--- config.mk ---
export PLATFORM = sky130hd
export DESIGN_NAME = clbp_code_out
export DESIGN_NICKNAME = d
export VERILOG_FILES = /design/src/rtl/core/circular_lbp_code_assert.svh /design/src/rtl/core/clbp_pkg.sv /design/src/rtl/core/clbp_code_out.sv
export SDC_FILE = /design/constraint.sdc
export NUM_CORES = 2
export LEC_CHECK = 0
export BUFFER_PORTS_ARGS = -buffer_cell sky130_fd_sc_hd__buf_2
export CAP_MARGIN = 20
export CORE_MARGIN = 5
export CORE_UTILIZATION = 45
export CTS_CLUSTER_DIAMETER = 80
export DETAILED_ROUTE_END_ITERATION = 12
export SLEW_MARGIN = 20
export SYNTH_ARGS = -nofsm -noshare
export SYNTH_HDL_FRONTEND = slang
export SYNTH_SLANG_ARGS = --single-unit
export TNS_END_PERCENT = 30
--- constraint.sdc ---
create_clock -name i_clk -period 16.4 [get_ports i_clk]
set_input_delay 2.46 -clock i_clk [delete_from_list [all_inputs] [get_ports i_clk]]
set_output_delay 2.46 -clock i_clk [all_outputs]
set_load 0.05 [all_outputs]
--- src/rtl/core/circular_lbp_code_assert.svh ---
// Assertion macros shared by the circular LBP RTL files.
// Depends on nothing; the bodies are empty when SYNTHESIS is defined.
`ifndef CIRCULAR_LBP_CODE_ASSERT_SVH
`define CIRCULAR_LBP_CODE_ASSERT_SVH
`ifndef SYNTHESIS
`define CLBP_ASSERT(lbl, clk, rst_n, expr) \
    lbl: assert property (@(posedge clk) disable iff (!rst_n) (expr)) \
        else $error("clbp assertion failed");
`define CLBP_ASSERT_NEXT(lbl, clk, rst_n, ante, cons) \
    lbl: assert property (@(posedge clk) disable iff (!rst_n) (ante) |=> (cons)) \
        else $error("clbp assertion failed");
`else
`define CLBP_ASSERT(lbl, clk, rst_n, expr)
`define CLBP_ASSERT_NEXT(lbl, clk, rst_n, ante, cons)
`endif
`endif

--- src/rtl/core/clbp_pkg.sv ---
// Types and fixed constants for the circular LBP code block.
// Depends on nothing; imported by every module of the block but clbp_line_buf.
`default_nettype none
package clbp_pkg;

    localparam int PIXEL_IN_W = 16;
    localparam int CODE_W     = 8;
    localparam int CFG_IDX_W  = 2;
    localparam int CFG_DATA_W = 11;

    localparam int MAX_HEIGHT = 1024;
    localparam int ROW_W      = 10;
    localparam int HGT_W      = 11;
    localparam int DIM_MIN    = 3;
    localparam int DIM_RESET  = 64;

    localparam logic [CFG_IDX_W-1:0] REG_IMAGE_WIDTH  = 2'd0;
    localparam logic [CFG_IDX_W-1:0] REG_IMAGE_HEIGHT = 2'd1;

    // Q16 bilinear weights; the centre weight is folded into the threshold.
    localparam int W_CORNER_SHIFT = 15;
    localparam int W_EDGE         = 13573;
    localparam int W_CENTRE_NET   = 65536 - 5622;

    typedef struct packed {
        logic emit;
        logic last;
    } t_item_ctl;

endpackage
`default_nettype wire

--- src/rtl/core/clbp_code_out.sv ---
// Weighted diagonal sums, comparisons and the output register of the code.
// Depends on clbp_pkg for the Q16 weights and the code width.
`default_nettype none
module clbp_code_out
    import clbp_pkg::*;
#(
    parameter int PIXEL_BITS = 16
) (
    input  wire logic                  i_clk,
    input  wire logic                  i_rst_n,
    input  wire logic                  i_valid,
    input  wire logic                  i_last,
    input  wire logic [PIXEL_BITS-1:0] i_win [9],
    output logic                       o_ready,
    output logic                       o_valid,
    output logic      [CODE_W-1:0]     o_code,
    output logic                       o_last,
    input  wire logic                  i_ready
);

    localparam int SUM_W = PIXEL_BITS + 16;

    function automatic logic [SUM_W-1:0] diag_lhs(
        input logic [PIXEL_BITS-1:0] corner,
        input logic [PIXEL_BITS-1:0] ea,
        input logic [PIXEL_BITS-1:0] eb
    );
        logic [PIXEL_BITS:0] edge_sum;
        edge_sum = {1'b0, ea} + {1'b0, eb};
        return (SUM_W'(corner) << W_CORNER_SHIFT) + SUM_W'(edge_sum) * SUM_W'(W_EDGE);
    endfunction

    logic [SUM_W-1:0] r_lhs [4];
    logic [SUM_W-1:0] r_rhs;
    logic [3:0]       r_axis;
    logic             r_p_last;
    logic             r_p_valid;
    logic             r_o_valid;
    logic [CODE_W-1:0] r_o_code;
    logic             r_o_last;
    logic             out_free;
    logic             p_ready;
    logic [CODE_W-1:0] n_code;

    assign out_free = !r_o_valid || i_ready;
    assign p_ready  = !r_p_valid || out_free;

    always_ff @(posedge i_clk) begin
        if (!i_rst_n) begin
            r_p_valid <= 1'b0;
        end else if (p_ready) begin
            r_p_valid <= i_valid;
        end
    end

    always_ff @(posedge i_clk) begin
        if (p_ready && i_valid) begin
            r_lhs[0] <= diag_lhs(i_win[8], i_win[7], i_win[5]);
            r_lhs[1] <= diag_lhs(i_win[2], i_win[1], i_win[5]);
            r_lhs[2] <= diag_lhs(i_win[0], i_win[1], i_win[3]);
            r_lhs[3] <= diag_lhs(i_win[6], i_win[7], i_win[3]);
            r_rhs    <= SUM_W'(i_win[4]) * SUM_W'(W_CENTRE_NET);
            r_axis   <= {i_win[7] > i_win[4], i_win[3] > i_win[4],
                         i_win[1] > i_win[4], i_win[5] > i_win[4]};
            r_p_last <= i_last;
        end
    end

    assign n_code = {r_axis[3], r_lhs[3] > r_rhs, r_axis[2], r_lhs[2] > r_rhs,
                     r_axis[1], r_lhs[1] > r_rhs, r_axis[0], r_lhs[0] > r_rhs};

    always_ff @(posedge i_clk) begin
        if (!i_rst_n) begin
            r_o_valid <= 1'b0;
        end else if (out_free) begin
            r_o_valid <= r_p_valid;
        end
    end

    always_ff @(posedge i_clk) begin
        if (out_free && r_p_valid) begin
            r_o_code <= n_code;
            r_o_last <= r_p_last;
        end
    end

    assign o_ready = p_ready;
    assign o_valid = r_o_valid;
    assign o_code  = r_o_code;
    assign o_last  = r_o_last;

endmodule
`default_nettype wire

==> reports/results.txt <==
Gate Count Post-Synth -> 3249
Syn_area_per_cell -> 10.0 um2
Hold-fix buffers, CTS -> 0
Crit path kind -> in -> reg
Worst-margin pin slew -> 994 ps
Total grt overflow -> 0
Fraction of registers with async set/reset -> 0%
Startpoint types -> input pin
Antenna-violating nets left -> 0
CTS root buffer -> clkbuf_16
Post-synth top area share -> 34.1%
Count leader, synth -> ha_1
Clk_lat worst skew -> 490 ps
Drt total wl -> 86900 um
Yosys reg bits -> 175
Crit-path slowest cell -> o21bai_1
Tot GR Track Use -> 22.5%
Crit path top cell by count -> ha_1
Max cap viols -> 0
Maximum fanout along the worst path -> 6
HP Class -> reg -> reg
Ys flop type -> edfxtp_1
Row cnt -> 98
Clock Sinks -> 175
Post-synth EDFFs -> 173
Die Span Y -> 279 um
Initial Utilization -> 45.5%
1st-pass router iterations -> 5
Seq/Total Area, Yosys -> 16.1%
Vias in the first global route -> 23.2k
Top cells by count, synth -> ha_1 (889), inv_1 (620), fa_1 (289), edfxtp_1 (173), a21oi_1 (170)
Area contributors post-synth -> ha_1 (34%), fa_1 (18%), edfxtp_1 (16%)
Status -> complete, no violations
IO Pins -> 160
Crit path capture type -> flip-flop
Routed len/inst -> 19.8 um
Final Hold Fails -> 0
Antenna violations before repair -> 4
Initial drt markers -> 1283
Largest net degree at the start of global routing -> 72
Fmax -> 99.4 MHz
Area of the core -> 0.0717 mm2
Post-Syn Area -> 0.0326 mm2
Critical Path RT -> 16640 ps
Final setup viols -> 0
Placer Congestion -> 0.922
Mapped Nets -> 4576
Drc violations -> 0
Netlist cell types -> 70
Final Non-Filler Cells -> 4398
Die area -> 0.0779 mm2
Setup TNS -> 0 ps
Via-per-instance ratio -> 5.24
Port Buf Inserts -> 159
Dpl hpwl -> 75200 um
Minimum clock period -> 10060 ps
Final #Nets -> 4758
Slew HR -> 33.2%
Clock Skew -> 9.19 ps
CTS Buf Count -> 17
Synth-to-layout area growth -> 8.34%
Placed cells -> 4362
Clk slew on worst S/H paths -> 70 ps
CTS max path bufs -> 2
Slew Viols, Final -> 0
Slowest stage delay, CP -> 640 ps
Crit share post-route -> 61.3%
# H-tree levels -> 4
Post-cts repair resize count -> 0
Area leader, netlist -> ha_1
Vias -> 23.1k
CTS tree -> built
Setup Buffers After CTS -> 0
Die width -> 279 um
Layout cell share with drive strength beyond 1 -> 6.83%
Synth warn -> 0
Global-route wire length before repair -> 135000 um
Crit path DAT -> 10300 ps
Unrepaired setup endpoints after global routing -> false
## cells by family (layout without fill, tap and decap cells)
family,after synthesis,in the layout,share of synthesized area [%]
XOR/XNOR,202,202,5.43
adder cells (fa/ha/maj),1178,1178,51.9
flip-flops,175,175,16.1
other,0,5,0
AND/OR/NAND/NOR,457,457,7.15
multiplexers,5,5,0.157
buffers and inverters,635,829,7.31
AO/OA/AOI/OAI,597,597,12.0
## final timing paths
check | cells past startpoint | slack, ps | to | start
worst max register to register | 5 | 13360 | r_lhs[0][18]$_DFFE_PP_ | o_valid$_SDFFE_PN0P_
worst min-delay path | 0 | 420 | o_last$_DFFE_PP_ | r_p_last$_DFFE_PP_
worst max-delay path | 30 | 6340 | r_lhs[3][30]$_DFFE_PP_ | i_win[16]
worst min register to register | 0 | 420 | o_last$_DFFE_PP_ | r_p_last$_DFFE_PP_
## routing by layer
layer | wire length, um | vias to the layer above | global-route usage, %
met4 | 2850 | 4 | 6.81
met1 | 42000 | 10900 | 32.9
li1 | - | 11600 | -
met3 | 4540 | 90 | 3.27
met5 | 26 | - | 0
met2 | 37500 | 472 | 34.7
## stage by stage
stage                     hold WS (ps)  instance area [um2]  worst slack [ps]  utilization, %
after CTS                          424                35300              6550            49.2
final                              421                35300              6340            49.2
after global placement             401                34700              6070            48.3
after floorplan                    400                32600              7110               -
after global routing               431                35300              5890            49.2
after detailed placement           407                34700              5990            48.3
## final cells by class
cell class	count	area, um2
fillers	6792	36400
multi-input cells	2439	25000
flip-flops and latches	175	5240
inverters	620	2330
well taps	950	1190
repair buffers	178	938
clock buffers	17	425
clock inverters	14	205
diodes	5	12.5
## cells in the final DEF (no fill, tap or decap), types with 5 or more instances in the layout
cell	instances
nor2_1	114
o31ai_1	7
a311oi_1	6
buf_2	159
o21ai_0	95
a211o_1	5
nor2b_1	42
nand2_1	78
diode_2	5
nor4_1	11
a211oi_1	21
xnor2_1	133
nand4_1	53
clkbuf_16	17
and3_1	13
xor2_1	69
o21bai_1	25
or2_2	8
inv_1	620
a21oi_1	170
and2_1	12
edfxtp_1	173
nor3_1	36
a2111oi_0	5
a21boi_0	6
nand2b_1	32
a21o_1	128
ha_1	889
a31oi_1	19
fa_1	289
nand3_1	32
or3_1	7
o211ai_1	15
o21a_1	47
o41ai_1	6
buf_4	19
## flip-flops by register name, indices dropped and copies added, names as in the netlist
| name | flops |
|---|---|
| o_code | 8 |
| o_last | 1 |
| o_valid | 1 |
| r_axis | 4 |
| r_lhs | 128 |
| r_p_last | 1 |
| r_p_valid | 1 |
| r_rhs | 31 |
## worst max-delay path, delay by kind of cell
kind | cells | cell delay (ps)
fa+ha+maj | 9 | 3320
compound gates | 13 | 3520
simple gates | 3 | 620
buf+inv | 4 | 250
xor+xnor | 1 | 120
Power is left out: the tool's default activity adds up to more than one toggle a clock period on the data nets, which glitch-free logic cannot reach.
