<file path="src/rtl/core/circular_lbp_code_assert.svh">
// Assertion macros shared by the circular LBP RTL files.
// Depends on nothing; the bodies are empty when SYNTHESIS is defined.
`ifndef CIRCULAR_LBP_CODE_ASSERT_SVH
`define CIRCULAR_LBP_CODE_ASSERT_SVH
`ifndef SYNTHESIS
`define CLBP_ASSERT(lbl, clk, rst_n, expr) \
    lbl: assert property (@(posedge clk) disable iff (!rst_n) (expr)) \
        else $error("clbp assertion failed");
`define CLBP_ASSERT_NEXT(lbl, clk, rst_n, ante, cons) \
    lbl: assert property (@(posedge clk) disable iff (!rst_n) (ante) |=> (cons)) \
        else $error("clbp assertion failed");
`else
`define CLBP_ASSERT(lbl, clk, rst_n, expr)
`define CLBP_ASSERT_NEXT(lbl, clk, rst_n, ante, cons)
`endif
`endif

</file>
<file path="src/rtl/core/clbp_pkg.sv">
// Types and fixed constants for the circular LBP code block.
// Depends on nothing; imported by every module of the block but clbp_line_buf.
`default_nettype none
package clbp_pkg;

    localparam int PIXEL_IN_W = 16;
    localparam int CODE_W     = 8;
    localparam int CFG_IDX_W  = 2;
    localparam int CFG_DATA_W = 11;

    localparam int MAX_HEIGHT = 1024;
    localparam int ROW_W      = 10;
    localparam int HGT_W      = 11;
    localparam int DIM_MIN    = 3;
    localparam int DIM_RESET  = 64;

    localparam logic [CFG_IDX_W-1:0] REG_IMAGE_WIDTH  = 2'd0;
    localparam logic [CFG_IDX_W-1:0] REG_IMAGE_HEIGHT = 2'd1;

    // Q16 bilinear weights; the centre weight is folded into the threshold.
    localparam int W_CORNER_SHIFT = 15;
    localparam int W_EDGE         = 13573;
    localparam int W_CENTRE_NET   = 65536 - 5622;

    typedef struct packed {
        logic emit;
        logic last;
    } t_item_ctl;

endpackage
`default_nettype wire

</file>
<file path="src/rtl/core/clbp_window.sv">
// 3x3 sliding window register with the valid flag of the centre it holds.
// Depends on clbp_pkg for the per-item control struct.
`default_nettype none
module clbp_window
    import clbp_pkg::*;
#(
    parameter int PIXEL_BITS = 16
) (
    input  wire logic                  i_clk,
    input  wire logic                  i_rst_n,
    input  wire logic                  i_shift,
    input  wire logic [PIXEL_BITS-1:0] i_top,
    input  wire logic [PIXEL_BITS-1:0] i_mid,
    input  wire logic [PIXEL_BITS-1:0] i_px,
    input  wire t_item_ctl             i_ctl,
    output logic                       o_ready,
    output logic                       o_valid,
    output logic                       o_last,
    output logic      [PIXEL_BITS-1:0] o_win [9],
    input  wire logic                  i_ready
);

    logic [PIXEL_BITS-1:0] r_win [9];
    logic                  r_valid;
    logic                  r_last;

    always_ff @(posedge i_clk) begin
        if (!i_rst_n) begin
            r_valid <= 1'b0;
        end else if (i_shift) begin
            r_valid <= i_ctl.emit;
        end else if (i_ready) begin
            r_valid <= 1'b0;
        end
    end

    always_ff @(posedge i_clk) begin
        if (i_shift) begin
            r_win[0] <= r_win[1];
            r_win[1] <= r_win[2];
            r_win[2] <= i_top;
            r_win[3] <= r_win[4];
            r_win[4] <= r_win[5];
            r_win[5] <= i_mid;
            r_win[6] <= r_win[7];
            r_win[7] <= r_win[8];
            r_win[8] <= i_px;
            r_last   <= i_ctl.last;
        end
    end

    assign o_ready = !r_valid || i_ready;
    assign o_valid = r_valid;
    assign o_last  = r_last;
    assign o_win   = r_win;

endmodule
`default_nettype wire

</file>
<file path="config.mk">
export PLATFORM = sky130hd
export DESIGN_NAME = clbp_window
export DESIGN_NICKNAME = d
export VERILOG_FILES = /design/src/rtl/core/circular_lbp_code_assert.svh /design/src/rtl/core/clbp_pkg.sv /design/src/rtl/core/clbp_window.sv
export SDC_FILE = /design/constraint.sdc
export NUM_CORES = 1
export LEC_CHECK = 0
export ABC_AREA = 1
export BUFFER_PORTS_ARGS = -buffer_cell sky130_fd_sc_hd__buf_2
export CORE_MARGIN = 1.5
export CORE_UTILIZATION = 49
export DETAILED_ROUTE_END_ITERATION = 10
export GPL_TIMING_DRIVEN = 1
export MAX_ROUTING_LAYER = met4
export PLACE_DENSITY = 0.79
export SYNTH_ARGS = -nofsm -noshare
export SYNTH_HDL_FRONTEND = slang
export SYNTH_SLANG_ARGS = --single-unit
</file>
<file path="constraint.sdc">
create_clock -name i_clk -period 1.5 [get_ports i_clk]
set_input_delay 0.15 -clock i_clk [delete_from_list [all_inputs] [get_ports i_clk]]
set_output_delay 0.15 -clock i_clk [all_outputs]
set_load 0.1 [all_outputs]
</file>
==> results.yml, run 1 <==
status:
  outcome: "completed"
worst_setup_path:
  critical_path_buf_inv_count: 1
  largest_stage_delay_worst_path_ns: 0.44
  setup.worst_path.end_class: "output port"
  worst_path_arrival_ns: 1.30
  worst_r2r_path_depth: 0
  reg2reg_setup_slack_ns: 0.82
  cpMaxStageDelayCell: "sky130_fd_sc_hd__buf_2"
  critical_path.cell_chain: "buf_2"
  cell_family_contributing_the_most_delay_on_the_critical_path: "buffers and inverters"
  crit-reg2reg-launch: "o_win[48]"
  worstSetupStartpointType: "flop"
  timing.critical_path.required_ns: 1.35
  regToRegEndpoint: "o_win[64]"
  critical_path_peak_fanout: 2
  setup.worst_path.class: "flop to output port"
pwr:
  power_density_mw_per_mm2: 1684
  power.total_mw: 11.40
  leakagePower_nw: 2.776
  peak_vdd_ir_mv: 0.9998
clock_network:
  cts_root_buffer: "sky130_fd_sc_hd__clkbuf_8"
  cts_tree: "yes"
  cts_max_level: 4
  cts_buffer_depth: 2
  clkTransAtPathRegs_ns: 0.06
  cts.sinks: 146
  post_cts.repair.setup_buffers: 0
  cts_inserted_buffers: 17
  insertion_delay_ns: 0.50
synth:
  synth.net_count: 207
  synth_area_leader_cell: "sky130_fd_sc_hd__edfxtp_1"
  fraction_of_registers_with_async_set_or_reset_after_synthesis_pct: 0
  synth.yosys.seq_area_share_pct: 99.37
  post_synth_num_cell_types: 6
  syn_area_per_cell_um2: 28.77
  synth_top_cells_by_area: "sky130_fd_sc_hd__edfxtp_1, sky130_fd_sc_hd__dfxtp_1, sky130_fd_sc_hd__nand2_1"
  synth.top_cell.area_share_pct: 98.92
  ys.flop_type: "sky130_fd_sc_hd__edfxtp_1"
  yosysWarningCount: 0
  synthMostInstantiatedCell: "sky130_fd_sc_hd__edfxtp_1"
  count_of_flip_flops_with_a_built_in_enable_after_synthesis: 145
  synth_cells: 153
  synthesis.area_mm2: 0.004402
  synth_common_cells: "sky130_fd_sc_hd__edfxtp_1, sky130_fd_sc_hd__nand2_1, sky130_fd_sc_hd__inv_1"
  postSynthRegisterBits: 146
job:
  max_cap_violations: 0
die:
  core.rowCount: 34
  pin_count: 201
  die_y_um: 97.78
  die_x_extent_um: 97.78
  area_of_the_die_mm2: 0.009561
  initial_core_utilization_pct: 50.47
  core_area_mm2: 0.008721
placed_design:
  postPlaceCellArea_mm2: 0.005608
  place_hpwl_um: 5645
  io_buffers: 200
  gp_congestion: 0.7500
drt:
  route.final.wire_length_um: 9112
  num_vias: 2537
  pre_antenna_drt_iters: 4
  final_antenna_net_count: 0
  route.detailed.drc: 0
  number_of_vias_per_cell: 4.621
  drt-initial-drc-count: 78
  wire_per_inst_um: 16.60
layout:
  final_core_util_pct: 77.65
  post-route-cell-area_mm2: 0.006771
  final_net_count: 483
  area_occupied_by_multi_input_gates_um2: 22.52
  post_route_cells_drive_above_1_share_pct: 53.29
  layout-area-overhead-vs-synth_pct: 53.84
  filler_cell_count: 461
  final-seq-area_mm2: 0.004375
  count_of_antenna_diodes_in_the_layout: 0
min_path:
  holdCritPathClass: "input port to flop"
  hp-start: "i_mid[4]"
  min_to: "o_win[52]"
  worst_hold_path.num_cells: 2
sta:
  hold_viol_final: 0
  post_route_fraction_of_the_period_consumed_by_the_critical_path_pct: 96.60
  setup_violations: 0
  max_slew.worst_pin.slew_ns: 0.5155
  timing.max_slew.rel_slack_pct: 65.87
  min_hold_slack_ns: 0.3555
  fin_worst_skew_ns: 0.006527
  maxClockFrequency_mhz: 690.2
  period_minus_slack_ns: 1.449
  unrepaired_setup_endpoints_after_global_routing: "false"
  final-max-slew-violation-count: 0
  total_negative_slack_ns: 0
grt:
  grt.overflow.total: 0
  grt_start_max_net_pins: 58
  number_of_global_route_vias_before_repair: 2588
  first_pass_grt_wire_length_um: 13490
  grt_antenna_before_repair: 0
  global_route.usage.total_pct: 19.82
==> state kept, by name, summed over array words and instances, names as in the netlist <==
| signal | count |
|---|---|
| o_win | 144 |
| o_last | 1 |
| o_valid | 1 |
==> cells in the final DEF, fill, tap and decap left out <==
cell                            instances
sky130_fd_sc_hd__buf_2                180
sky130_fd_sc_hd__edfxtp_1             145
sky130_fd_sc_hd__dlygate4sd3_1         53
sky130_fd_sc_hd__clkbuf_4              18
sky130_fd_sc_hd__clkbuf_16             17
sky130_fd_sc_hd__clkinvlp_4             4
sky130_fd_sc_hd__inv_6                  3
sky130_fd_sc_hd__clkinv_2               3
sky130_fd_sc_hd__inv_1                  2
sky130_fd_sc_hd__nand2_1                2
sky130_fd_sc_hd__bufinv_16              2
sky130_fd_sc_hd__buf_12                 2
sky130_fd_sc_hd__nand2_2                1
sky130_fd_sc_hd__a21oi_1                1
sky130_fd_sc_hd__nor2_1                 1
sky130_fd_sc_hd__clkbuf_8               1
sky130_fd_sc_hd__clkbuf_1               1
sky130_fd_sc_hd__clkinv_1               1
sky130_fd_sc_hd__buf_6                  1
sky130_fd_sc_hd__dfxtp_2                1
sky130_fd_sc_hd__buf_4                  1
sky130_fd_sc_hd__buf_16                 1
==> where the power goes <==
group	internal [mW]	leakage, nW	switching [mW]
Sequential	4.83	1.43	0.116
Combinational	0.356	1.09	2.21
Clock	2.35	0.261	1.54
==> routing by layer <==
layer | wire, um | share of wire, % | GRT usage, % | vias up
met3 | 645 | 7.1 | 6.299 | 14
met1 | 3429 | 38 | 21.50 | 1217
met2 | 4872 | 53 | 33.33 | 136
met4 | 165 | 1.8 | 9.231 | 0
met5 | 0 | 0 | - | -
li1 | - | - | - | 1170
==> final cells by class <==
| type | instances | share of cell area, % |
|---|---|---|
| clock buffer | 18 | 6.171 |
| clock inverter | 13 | 1.996 |
| inverter | 2 | 0.1109 |
| multi-input combinational | 5 | 0.3326 |
| sequential | 146 | 64.62 |
| tap | 108 | 1.996 |
| timing repair buffer | 257 | 24.78 |
==> what timing repair did <==
item,4_1_cts,5_1_grt
cloned,0,1
gates resized for setup,1,19
endpoints found under the hold margin,56,0
endpoints found under the setup margin,1,19
hold buffers,53,0
==> worst max-delay path by stage <==
| stage | from | to | slack, ns | cells past startpoint |
|---|---|---|---|---|
| 6_report | o_win[115] | o_win[115] | 0.05 | 1 |
| 2_1_floorplan | o_valid | o_ready | 0.24 | 1 |
| 5_1_grt | o_win[109] | o_win[109] | 0.001 | 1 |
| 4_1_cts | o_win[16] | o_win[16] | 0.01 | 1 |
| 3_5_place_dp | i_shift | o_win[52] | 0.55 | 2 |
| 3_3_place_gp | o_win[103] | o_win[103] | 0.54 | 1 |
==> logic make-up (layout without fill, tap and decap cells) <==
| group | after synthesis | count (layout) | share of synthesized area (%) |
|---|---|---|---|
| AO/OA/AOI/OAI | 1 | 1 | 0.1136 |
| flip-flops | 146 | 146 | 99.37 |
| AND/OR/NAND/NOR | 4 | 4 | 0.3410 |
| buffers and inverters | 2 | 290 | 0.1706 |
==> through the flow <==
stage | worst slack [ns] | instances
finish | 0.05106 | 549
global route | 0.001098 | 549
CTS | 0.009689 | 548
detailed placement | 0.5477 | 464
global placement | 0.5378 | 464
floorplan | 0.2374 | 153
(Power assumes the default switching activity.)
==> run 2, diff against run 1 <==
CAP_MARGIN = 20   (was default)
CTS_BUF_LIST = sky130_fd_sc_hd__clkbuf_16   (was default)
==> run 2 against run 1 <==
Net effect:
- combinational power shrank 2%
- flip-flop and latch count is the same
- utilization shrank 1.1 points
- sequential power is essentially flat
- via count shrank 1.3%
- clock skew shrank 0.0013 ns
- first-iteration DRC count grew 63%
- cell count shrank 0.73%
- die area is the same
- worst hold slack lost 0.32 ns
- routed wire length shrank 3.2%
- critical path type unchanged
- highest routed layer unchanged
==> results.yml, run 2 (same netlist as run 1, synthesis figures left out) <==
status:
  outcome: "completed"
placed_design:
  gp_congestion: 0.7500
  postPlaceCellArea_mm2: 0.005608
  io_buffers: 200
  place_hpwl_um: 5645
  place.detailed.instances: 464
  dp_slack_ns: 0.5477
clock_network:
  cts.sinks: 146
  cts_hold_buffers: 50
  insertion_delay_ns: 0.40
  cts_buffer_depth: 2
  cts_inserted_buffers: 17
  clkTransAtPathRegs_ns: 0.06
  cts_max_level: 4
  cts_root_buffer: "sky130_fd_sc_hd__clkbuf_16"
  cts_tree: "yes"
  post_cts.repair.setup_buffers: 0
  post_cts_resize_count: 0
grt:
  grt_antenna_before_repair: 0
  grt_start_max_net_pins: 58
  number_of_global_route_vias_before_repair: 2555
  global_route.usage.total_pct: 19.59
  first_pass_grt_wire_length_um: 13350
  grt.overflow.total: 0
die:
  area_of_the_die_mm2: 0.009561
  die_x_extent_um: 97.78
  core.rowCount: 34
  core_area_mm2: 0.008721
  initial_core_utilization_pct: 50.47
  pin_count: 201
  die_y_um: 97.78
drt:
  num_vias: 2505
  number_of_vias_per_cell: 4.596
  drt-initial-drc-count: 127
  route.final.wire_length_um: 8824
  pre_antenna_drt_iters: 4
  route.detailed.drc: 0
  final_antenna_net_count: 0
  wire_per_inst_um: 16.19
pwr:
  leakagePower_nw: 2.745
  peak_vdd_ir_mv: 1.002
  power.total_mw: 11.44
  power_density_mw_per_mm2: 1715
layout:
  final_net_count: 479
  mostFrequentLayoutCells: "sky130_fd_sc_hd__buf_2, sky130_fd_sc_hd__edfxtp_1, sky130_fd_sc_hd__dlygate4sd3_1"
  layout.cells.most_common: "sky130_fd_sc_hd__buf_2"
  finalNonFillerCells: 545
  post-route-cell-area_mm2: 0.006673
  post_route_cells_drive_above_1_share_pct: 53.55
  largest_register_ff_count: 144
  layout-area-overhead-vs-synth_pct: 51.59
  count_of_antenna_diodes_in_the_layout: 0
worst_setup_path:
  setup.worst_path.class: "flop to output port"
  critical_path_buf_inv_count: 1
  setup.worst_path.end_class: "output port"
  cpMaxStageDelayCell: "sky130_fd_sc_hd__buf_2"
  startpoint: "o_win[48]"
  timing.critical_path.required_ns: 1.35
  cell_family_contributing_the_most_delay_on_the_critical_path: "buffers and inverters"
  largest_stage_delay_worst_path_ns: 0.44
  critical_path.cell_chain: "buf_2"
  regToRegEndpoint: "o_win[123]"
  worstSetupStartpointType: "flop"
  critical_path_peak_fanout: 2
  worst-path-stages: 1
  worst_path_arrival_ns: 1.22
  reg2reg_setup_slack_ns: 0.82
  worst_r2r_path_depth: 0
  crit-reg2reg-launch: "o_win[107]"
min_path:
  min_to: "o_win[25]"
  holdCritPathClass: "input port to flop"
  worst_hold_path.num_cells: 1
  hp-start: "i_shift"
sta:
  fin_worst_skew_ns: 0.005261
  post_route_fraction_of_the_period_consumed_by_the_critical_path_pct: 91.04
  fin_ws_ns: 0.1344
  timing.max_slew.rel_slack_pct: 65.81
  total_negative_slack_ns: 0
  max_slew.worst_pin.slew_ns: 0.5164
  period_minus_slack_ns: 1.366
  maxClockFrequency_mhz: 732.3
  hold_viol_final: 0
  unrepaired_setup_endpoints_after_global_routing: "false"
  final-max-slew-violation-count: 0
  setup_violations: 0
job:
  max_cap_violations: 0
## run 2: changes by cell type in the layout (fill, tap and decap cells not counted)
| cell | delta |
|---|---|
| sky130_fd_sc_hd__dlygate4sd3_1 | -3 |
| sky130_fd_sc_hd__buf_12 | +1 |
| sky130_fd_sc_hd__clkbuf_4 | -18 |
| sky130_fd_sc_hd__inv_1 | +1 |
| sky130_fd_sc_hd__clkbuf_1 | -1 |
| sky130_fd_sc_hd__buf_4 | -1 |
| sky130_fd_sc_hd__buf_2 | +19 |
| sky130_fd_sc_hd__clkbuf_8 | -1 |
| sky130_fd_sc_hd__buf_16 | -1 |
## run 2: final cells by class
cell class                      count  area [um2]
Clock inverter                     14       138.9
Clock buffer                       17       425.4
Tap cell                          108       135.1
Timing Repair Buffer              253        1568
Inverter                            2       7.507
Sequential cell                   146        4375
Multi-Input combinational cell      5       22.52
Fill cell                         473        2048
## run 2: how the worst max path moves through the flow
stage,end
3_3_place_gp,o_win[103]
3_5_place_dp,o_win[52]
2_1_floorplan,o_ready
6_report,o_win[48]
5_1_grt,o_win[48]
4_1_cts,o_win[25]
## run 2: per-stage QoR
step	hold WS, ns	utilization (%)
final	0.03943	76.51
after global routing	0.01992	76.51
after CTS	0.02136	76.51
after detailed placement	0.3281	64.30
after global placement	0.3264	64.30
after floorplan	0.2489	-
## run 2: report_power, final
group	leakage, nW	internal [mW]	switching [mW]
logic	1.05	0.325	2.21
clock network	0.271	2.43	1.54
registers	1.43	4.83	0.115
total	2.74	7.58	3.86
## run 2: routing by layer
metal | vias to the layer above | track usage (%) | wire, um
li1 | 1162 | - | -
met5 | - | - | 0
met3 | 17 | 6.514 | 623
met4 | 0 | 8.571 | 170
met1 | 1190 | 21.29 | 3283
met2 | 136 | 32.96 | 4747
==> run 3, diff against run 2 <==
CELL_PAD_IN_SITES_DETAIL_PLACEMENT = 1   (was default)
CELL_PAD_IN_SITES_GLOBAL_PLACEMENT = 1   (was default)
CORE_UTILIZATION = 41   (was 49)
==> run 3 against run 2 <==
Net effect:
- critical path type unchanged
- largest cell class unchanged
- worst setup slack lost 0.035 ns
- flip-flop and latch count is the same
- cell count grew 5.1%
- total power grew 3.0%
==> results.yml, run 3 (same netlist as run 1, synthesis figures left out) <==
die:
  area_of_the_die_mm2: 0.01137
  initial_core_utilization_pct: 42.45
  die_x_extent_um: 106.6
  core.rowCount: 37
  core_area_mm2: 0.01037
  pin_count: 201
  die_y_um: 106.6
layout:
  final_net_count: 479
  largest_register_ff_count: 144
  post_route_cells_drive_above_1_share_pct: 52.86
  mostFrequentLayoutCells: "sky130_fd_sc_hd__buf_2, sky130_fd_sc_hd__edfxtp_1, sky130_fd_sc_hd__dlygate4sd3_1"
  count_of_antenna_diodes_in_the_layout: 0
  finalNonFillerCells: 573
  layout.cells.most_common: "sky130_fd_sc_hd__buf_2"
  layout-area-overhead-vs-synth_pct: 53.16
sta:
  hold_viol_final: 0
  period_minus_slack_ns: 1.401
  post_route_fraction_of_the_period_consumed_by_the_critical_path_pct: 93.40
  timing.max_slew.rel_slack_pct: 65.16
  unrepaired_setup_endpoints_after_global_routing: "false"
  maxClockFrequency_mhz: 713.8
  fin_worst_skew_ns: 0.01036
  final-max-slew-violation-count: 0
  fin_ws_ns: 0.09900
  setup_violations: 0
  total_negative_slack_ns: 0
  max_slew.worst_pin.slew_ns: 0.5262
worst_setup_path:
  worstSetupStartpointType: "flop"
  largest_stage_delay_worst_path_ns: 0.45
  critical_path_peak_fanout: 2
  cpMaxStageDelayCell: "sky130_fd_sc_hd__buf_2"
  cell_family_contributing_the_most_delay_on_the_critical_path: "buffers and inverters"
  critical_path_buf_inv_count: 1
  setup.worst_path.class: "flop to output port"
  timing.critical_path.required_ns: 1.35
  worst_r2r_path_depth: 0
  worst-path-stages: 1
  crit-reg2reg-launch: "o_win[78]"
  capture_point_of_the_worst_path: "o_win[78]"
  regToRegEndpoint: "o_win[94]"
  setup.worst_path.end_class: "output port"
  startpoint: "o_win[78]"
  worst_path_arrival_ns: 1.25
  critical_path.cell_chain: "buf_2"
  reg2reg_setup_slack_ns: 0.79
grt:
  number_of_global_route_vias_before_repair: 2882
  grt_start_max_net_pins: 62
  grt.overflow.total: 0
  global_route.usage.total_pct: 19.99
  grt_antenna_before_repair: 0
  first_pass_grt_wire_length_um: 15730
placed_design:
  gp_congestion: 0.6618
  place_hpwl_um: 6358
  dp_slack_ns: 0.4783
  io_buffers: 200
  place.detailed.instances: 492
min_path:
  holdCritPathClass: "input port to flop"
drt:
  num_vias: 2588
  detail_route.wirelength.met1_um: 4226
  wire_per_inst_um: 18.79
  wl_met3_um: 666
  drt-initial-drc-count: 99
  pre_antenna_drt_iters: 4
  top_layer_used: "met4"
  final_antenna_net_count: 0
  route.final.wire_length_um: 10770
  met2RoutedLength_um: 5610
  route.detailed.drc: 0
  number_of_vias_per_cell: 4.517
clock_network:
  clkTransAtPathRegs_ns: 0.06
  cts_buffer_depth: 2
  cts.sinks: 146
  cts_max_level: 4
  insertion_delay_ns: 0.41
  cts_root_buffer: "sky130_fd_sc_hd__clkbuf_16"
  post_cts.repair.setup_buffers: 0
  post_cts_resize_count: 0
  cts_inserted_buffers: 17
  cts_tree: "yes"
status:
  outcome: "completed"
pwr:
  power_density_mw_per_mm2: 1748
  leakagePower_nw: 2.768
  peak_vdd_ir_mv: 0.9395
job:
  max_cap_violations: 0
==> run 3: changes by cell type in the layout (fill, tap and decap cells not counted), sizes merged <==
| cell | change |
|---|---|
| clkinv | +2 |
| clkinvlp | -2 |
| bufinv | +2 |
| inv | -2 |
==> run 3: report_power, final <==
part	leakage, nW	total [mW]	internal, mW	switching [mW]
registers	1.43	4.95	4.83	0.126
clock network	0.294	4.28	2.74	1.54
logic	1.05	2.55	0.326	2.23
==> run 3: repair_timing <==
item                                    CTS  global route
hold buffers                             50             0
hold endpoints to repair                 50             0
endpoints found under the setup margin    0             0
==> run 3: layer usage <==
| layer | GRT usage [%] | vias up |
|---|---|---|
| li1 | - | 1165 |
| met1 | 22.38 | 1261 |
| met2 | 33.20 | 140 |
| met3 | 5.532 | 22 |
| met4 | 9.810 | 0 |
| met5 | - | - |
==> run 3: final cells by class <==
type	count	area [um2]
flip-flops and latches	146	4375
multi-input cells	5	22.52
fillers	972	3628
inverters	2	7.507
well taps	136	170.2
clock buffers	17	425.4
clock inverters	14	172.7
repair buffers	253	1568
==> run 3: stage by stage <==
stage	utilization, %	power [mW]	hold WS [ns]	instance area [um2]
after detailed placement	54.42	7.473	0.3283	5643
after global placement	54.42	7.429	0.3262	5643
final	65.01	11.78	0.04397	6741
after floorplan	-	7.016	0.2489	4405
after CTS	65.01	11.84	0.02971	6741
after global routing	65.01	12.09	0.03261	6741
==> run 3: how the worst min path moves through the flow <==
stage | start | to | depth (start not counted)
finish | i_shift | o_win[113] | 1
CTS | i_shift | o_win[111] | 1
floorplan | i_ctl[0] | o_last | 0
global route | i_shift | o_win[113] | 1
detailed placement | i_top[14] | o_win[110] | 1
global placement | i_mid[14] | o_win[62] | 1
